`src/hdl/graph_edge_table_engine_unit_assert.svh`:
```
// assertion macros for the edge table engine
`ifndef GRAPH_EDGE_TABLE_ENGINE_UNIT_ASSERT_SVH
`define GRAPH_EDGE_TABLE_ENGINE_UNIT_ASSERT_SVH
// implication checked every clock outside reset
`define GETE_ASSERT_IMP(label, clk, rst, a, c, msg) \
  label: assert property (@(posedge clk) disable iff (rst) (a) |-> (c)) else $error(msg);
// next-cycle implication
`define GETE_ASSERT_NXT(label, clk, rst, a, c, msg) \
  label: assert property (@(posedge clk) disable iff (rst) (a) |=> (c)) else $error(msg);
`endif

```
`src/hdl/gete_pkg.sv`:
```
// shared types and codes for the edge table engine
package gete_pkg;
  typedef enum logic [2:0] {
    CMD_ADD = 3'd0, CMD_LOOKUP = 3'd1, CMD_LIST = 3'd2, CMD_COLLECT = 3'd3, CMD_CLEAR = 3'd4
  } cmd_t;
  localparam logic [1:0] ST_OK = 2'd0;
  localparam logic [1:0] ST_FULL = 2'd1;
  localparam logic [1:0] ST_NONE = 2'd2;
  localparam int MAX_OUT = 64;
  localparam int IN_W = 160;
  localparam int OUT_W = 96;

  typedef struct packed {
    logic load;        // latch input word
    logic wr_edge;     // append edge
    logic clr_total;   // clear table
    logic scan_clr;    // reset scan index, slot count
    logic scan_step;   // advance scan index
    logic scan_rd;     // read entry at scan index
    logic slot_wr;     // store collected entry
    logic sort_clr;    // start sort pass
    logic sort_step;   // one compare-swap step
    logic emit_clr;    // reset emit index
    logic emit_step;   // advance emit index
  } gete_cmd_t;

  typedef struct packed {
    logic scan_done;   // index reached total
    logic hit_list;    // read entry matches source
    logic hit_lookup;  // matches source, port, label
    logic hit_arg;     // matches source and argument label
    logic slots_full;
    logic full;        // table at capacity
    logic sort_done;   // a full pass made no swap and ended
    logic pass_end;
    logic emit_done;
    logic limit_zero;
  } gete_stat_t;
endpackage

```
`src/hdl/gete_ctrl.sv`:
```
// command sequencer and output register
module gete_ctrl #(
  parameter int CW = 7
) (
  input  logic clk,
  input  logic rst,
  input  logic in_valid,
  output logic in_ready,
  output logic out_valid,
  input  logic out_ready,
  input  logic [2:0] cur_cmd,
  input  gete_pkg::gete_stat_t stat,
  output gete_pkg::gete_cmd_t cmd,
  input  logic [63:0] rd_target,
  input  logic [7:0] rd_port,
  input  logic [7:0] rd_label,
  input  logic [63:0] slot_target,
  input  logic [7:0] slot_port,
  input  logic [CW-1:0] total,
  output logic [63:0] o_target,
  output logic [7:0] o_port,
  output logic [7:0] o_label,
  output logic [1:0] o_status,
  output logic [6:0] o_total,
  output logic o_last
);
  import gete_pkg::*;
  typedef enum logic [3:0] {
    S_IDLE, S_DISPATCH, S_RD, S_CHECK, S_SORT, S_EMIT, S_FINAL, S_WAIT
  } state_t;
  state_t state;
  logic [6:0] nout;
  logic hold;
  logic [63:0] pend_t;
  logic [7:0] pend_p, pend_l;
  logic pend;
  logic word_load;
  logic o_total_full_q;

  assign in_ready = (state == S_IDLE);
  assign hold = out_valid && !out_ready;
  // output register takes a new word this cycle
  assign word_load = !hold && ((state == S_EMIT) || (state == S_FINAL) ||
    (state == S_CHECK && cur_cmd == CMD_LIST && stat.hit_list &&
     nout < 7'(MAX_OUT) && pend));

  always_comb begin
    cmd = '0;
    cmd.load = (state == S_IDLE) && in_valid;
    cmd.scan_clr = cmd.load;
    case (state)
      S_DISPATCH: begin
        if (cur_cmd == CMD_ADD && !stat.full) cmd.wr_edge = 1'b1;
        if (cur_cmd == CMD_CLEAR) cmd.clr_total = 1'b1;
        cmd.sort_clr = 1'b1;
      end
      S_RD: cmd.scan_rd = !stat.scan_done && !hold;
      S_CHECK: begin
        if (!hold && cur_cmd == CMD_COLLECT && stat.hit_arg && !stat.slots_full)
          cmd.slot_wr = 1'b1;
        cmd.scan_step = !hold;
      end
      S_SORT: cmd.sort_step = 1'b1;
      S_EMIT: cmd.emit_step = !hold;
      default: ;
    endcase
    if (state == S_SORT && stat.sort_done) cmd.emit_clr = 1'b1;
  end

  always_ff @(posedge clk) begin
    if (rst) begin
      state <= S_IDLE;
      out_valid <= 1'b0;
      nout <= '0;
      pend <= 1'b0;
    end else begin
      if (out_valid && out_ready && !word_load) out_valid <= 1'b0;
      case (state)
        S_IDLE: if (in_valid) begin
          state <= S_DISPATCH;
          nout <= '0;
          pend <= 1'b0;
        end
        S_DISPATCH: begin
          if (cur_cmd == CMD_LIST || cur_cmd == CMD_COLLECT || cur_cmd == CMD_LOOKUP)
            state <= S_RD;
          else state <= S_FINAL;
        end
        S_RD: if (!hold) begin
          if (stat.scan_done || (cur_cmd == CMD_COLLECT && stat.slots_full)) begin
            if (cur_cmd == CMD_COLLECT) state <= S_SORT;
            else state <= S_FINAL;
          end else state <= S_CHECK;
        end
        S_CHECK: if (!hold) begin
          if (cur_cmd == CMD_LOOKUP && stat.hit_lookup) begin
            pend <= 1'b1;
            pend_t <= rd_target;
            state <= S_FINAL;
          end else begin
            state <= S_RD;
            if (cur_cmd == CMD_LIST && stat.hit_list && nout < 7'(MAX_OUT)) begin
              if (pend) begin
                out_valid <= 1'b1;
                o_target <= pend_t;
                o_port <= pend_p;
                o_label <= pend_l;
                o_status <= ST_OK;
                o_total <= 7'(total);
                o_last <= 1'b0;
              end
              pend <= 1'b1;
              pend_t <= rd_target;
              pend_p <= rd_port;
              pend_l <= rd_label;
              nout <= nout + 7'd1;
            end
          end
        end
        S_SORT: if (stat.sort_done) state <= stat.limit_zero ? S_FINAL : S_EMIT;
        S_EMIT: if (!hold) begin
          out_valid <= 1'b1;
          o_target <= slot_target;
          o_port <= slot_port;
          o_label <= '0;
          o_status <= ST_OK;
          o_total <= 7'(total);
          o_last <= stat.emit_done;
          if (stat.emit_done) state <= S_WAIT;
        end
        S_FINAL: if (!hold) begin
          out_valid <= 1'b1;
          o_total <= 7'(total);
          o_last <= 1'b1;
          o_target <= pend ? pend_t : '0;
          o_port <= (pend && cur_cmd == CMD_LIST) ? pend_p : '0;
          o_label <= (pend && cur_cmd == CMD_LIST) ? pend_l : '0;
          if (pend) begin
            o_status <= ST_OK;
          end else if (cur_cmd == CMD_ADD) begin
            o_status <= stat.full && o_total_full_q ? ST_FULL : ST_OK;
          end else if (cur_cmd == CMD_CLEAR) begin
            o_status <= ST_OK;
          end else begin
            o_status <= ST_NONE;
          end
          state <= S_WAIT;
        end
        S_WAIT: if (!out_valid || out_ready) state <= S_IDLE;
        default: state <= S_IDLE;
      endcase
    end
  end

  always_ff @(posedge clk) begin
    if (rst) o_total_full_q <= 1'b0;
    else if (state == S_DISPATCH) o_total_full_q <= stat.full;
  end

  `include "graph_edge_table_engine_unit_assert.svh"
  `GETE_ASSERT_IMP(a_idle_ready, clk, rst, in_ready, !out_valid || state == S_IDLE, "ready bad")
  `GETE_ASSERT_NXT(a_load_leaves_idle, clk, rst, cmd.load, state == S_DISPATCH, "no dispatch")
  `GETE_ASSERT_IMP(a_nout_bound, clk, rst, 1'b1, nout <= 7'(MAX_OUT), "list overflow")
endmodule
```
`config.mk`:
```
export PLATFORM = sky130hd
export DESIGN_NAME = gete_ctrl
export DESIGN_NICKNAME = d
export VERILOG_FILES = /design/src/hdl/gete_pkg.sv /design/src/hdl/gete_ctrl.sv
export VERILOG_INCLUDE_DIRS = /design/src /design/src/hdl
export SDC_FILE = /design/constraint.sdc
export NUM_CORES = 1
export LEC_CHECK = 0
export BUFFER_PORTS_ARGS = -buffer_cell sky130_fd_sc_hd__buf_2
export CORE_UTILIZATION = 45
export DETAILED_ROUTE_END_ITERATION = 10
export PLACE_DENSITY_LB_ADDON = 0.15
export SLEW_MARGIN = 15
export SYNTH_ARGS = -nofsm -noshare
export SYNTH_HDL_FRONTEND = slang
export SYNTH_SLANG_ARGS = --single-unit
```
`constraint.sdc`:
```
create_clock -name clk -period 7.94 [get_ports clk]
set_input_delay 0.397 -clock clk [delete_from_list [all_inputs] [get_ports clk]]
set_output_delay 0.397 -clock clk [all_outputs]
set_load 0.01 [all_outputs]
```
==> qor.txt <==
Outcome: finished, final reports clean
Distinct cells, synth: 48
WL final: 15,300 um
Post-CTS sizing: 0
Layout fillers: 1,243
Met2 track demand over resource: 0.336
TNS Setup: 0 ns
Gr usage total: 0.198
Max Root-Sink Buffers: 2
Cell-internal power: 0.00165 W
Least-Margin Pin Slew: 0.913 ns
Hold Path Class: in2reg
Critical path capture point type: flip-flop
Synth top area cells: edfxtp_1 (74%), a22o_1 (9.1%), dfxtp_1 (3.8%)
Yosys warns: 0
Initial Util: 0.458
Total Power: 0.00220 W
Core Util, Final: 0.591
Final setup violation count: 0
Async set-reset flop share out of synthesis: 0
Synth top area share: 0.736
DRT iter0 DRCs: 217
Arr. time, crit path: 3.32 ns
H-tree depth: 4
Sequential Power Share: 0.521
Pwr/cell area: 245 mW/mm^2
GR Util met1: 0.235
DR DRC count: 0
CP Launch Type: flip-flop
Final worst-path cycle share: 0.412
Clock Sinks: 183
CTS tree: yes
Area occupied by multi-input gates: 0.00140 sq mm
Critical path fanouts, max: 47
# IOs: 279
Vias in the first global route: 4,402
Part of the power in the clock network: 0.335
Vias: 4,469
Crit path time final: 3.27 ns
FF+latch count, synth: 183
Sw frac: 0.250
Grt ovf: 0
Unrepaired setup endpoints after global routing: false
Setup WS post-layout: 4.67 ns
CP required: 7.99 ns
Row count: 45
Most common cell in the synthesized netlist: edfxtp_1
Vias/cell: 5.13
Final nets: 848
Max Cap Violations: 0
Chip height: 126 um
Clk root buf: clkbuf_16
Logic pwr share: 0.143
Die W: 126 um
Post-synth EDFFs: 170
CTS Buf Count: 17
Register Area: 0.00537 sq mm
First-pass GRT wire length: 23,300 um
Pre-CTS WS: 4.69 ns
Yosys top cell by area: edfxtp_1
Static Leak: 3.66 nW
Gr busiest metal: met2
Clock Latency Late Sink: 0.42 ns
Cell count after synthesis: 394
Max Clock Freq: 305 MHz
Hold-fix buffers, CTS: 0
Share of layout cells above drive strength 1: 0.472
Final Hold Fails: 0
Seq/Total Area, Yosys: 0.774
Setup CP Type: reg2reg
DIE AREA: 0.0159 sq mm
Antenna cells: 0
Main synth FF type: edfxtp_1
HPWL after detailed placement: 10,900 um
Drt wl/cell: 17.5 um
Post-Syn Area: 0.00693 sq mm
Layout overhead on the synthesized area: 29.2%
Mapped Nets: 571
CTS clk-pin slew, worst paths: 0.07 ns
Worst Skew: 0.00989 ns
Pins Over Slew Limit: 0
Commonest cells post-synth: edfxtp_1 (170), a22o_1 (72), dfxtp_1 (13), nor3_1 (12)
Core Area: 0.0151 sq mm
PortBufs: 277
GR Layer Usage met3: 0.0603
Largest net degree at the start of global routing: 65
Slew margin rel.: 0.386
Final GP Congestion: 0.785
Initial antenna violation count: 1
Detailed-router iteration count before antenna repair: 4
Maximum VDD drop: 0.132 mV
Setup Fix Bufs, Post-CTS: 0
Avg Cell Area, Syn: 17.6 sq um
P_sw: 0.000549 W
Post-DRT Antenna Nets: 0
[worst max-delay path: stages, from the launching register on]
cell	delay, ns
dfxtp_1	0.78
nand2b_1	0.31
a21oi_1	0.36
a31oi_1	0.14
nor3_2	0.20
buf_4	0.44
buf_4	0.60
[final timing paths]
kind,startpoint,endpoint,slack [ns],cells past startpoint
max,state[0]$_SDFFE_PP0P_,o_port[0]$_DFFE_PP_,4.67,6
min,rd_target[10],pend_t[10]$_DFFE_PP_,0.15,1
max reg2reg,state[0]$_SDFFE_PP0P_,o_port[0]$_DFFE_PP_,4.67,6
min reg2reg,nout[5]$_SDFFE_PP0P_,nout[5]$_SDFFE_PP0P_,0.48,2
[stage by stage]
| stage | hold slack [ns] | area [sq um] | std cells |
|---|---|---|---|
| after global placement | 0.449 | 8440 | 840 |
| final | 0.147 | 8960 | 872 |
| after floorplan | 0.441 | 6930 | 394 |
| after detailed placement | 0.474 | 8440 | 840 |
| after CTS | 0.122 | 8960 | 872 |
| after global routing | 0.118 | 8960 | 872 |
[flip-flops by register name, summed over array words and instances (netlist names)]
register / flops
o_status: 2
o_target: 64
pend_l: 8
pend: 1
out_valid: 1
o_label: 8
pend_t: 64
o_last: 1
pend_p: 8
state: 3
o_port: 8
nout: 7
o_total_full_q: 1
o_total: 7
[power by group through the flow]
stage / clock network, W / registers, W / logic [W]
2_1_floorplan: 0 / 0.00116 / 0.000225
3_3_place_gp: 0 / 0.00116 / 0.000310
3_5_place_dp: 0 / 0.00116 / 0.000317
4_1_cts: 0.000757 / 0.00114 / 0.000319
5_1_grt: 0.000791 / 0.00115 / 0.000347
6_report: 0.000737 / 0.00114 / 0.000315
[kinds of logic after synthesis]
group | count (synthesis) | share of synthesized area
compound gates | 103 | 0.122
buf+inv | 28 | 0.0276
flops | 183 | 0.774
fa+ha+maj | 1 | 0.00180
simple gates | 75 | 0.0689
mux | 4 | 0.00596
[cells in the final DEF (no fill, tap or decap), drive strengths merged, types with 3 or more instances in the layout]
master / instances
a21oi: 9
nand2b: 5
clkinv: 5
or2: 3
nand3b: 4
nand3: 4
or3: 3
and2: 9
o21ai: 4
edfxtp: 170
a31oi: 4
inv: 5
dfxtp: 13
mux2i: 3
buf: 283
clkbuf: 20
nor2: 9
clkinvlp: 5
nor3: 12
nor2b: 3
a22o: 72
nand2: 9
[metal layers]
metal  wire (um)  up-vias  part of all wire
li1            -     2142                 -
met1        6160     2124              0.40
met2        7830      183              0.51
met3        1090       18             0.071
met4         193        2             0.013
met5          13        -           0.00085
[final cells by class]
class,count,share of cell area
tap,188,0.0263
inverter,3,0.00126
sequential,183,0.599
clock inverter,12,0.00880
timing repair buffer,283,0.160
multi-input combinational,183,0.156
clock buffer,20,0.0488
(Power assumes the default switching activity.)
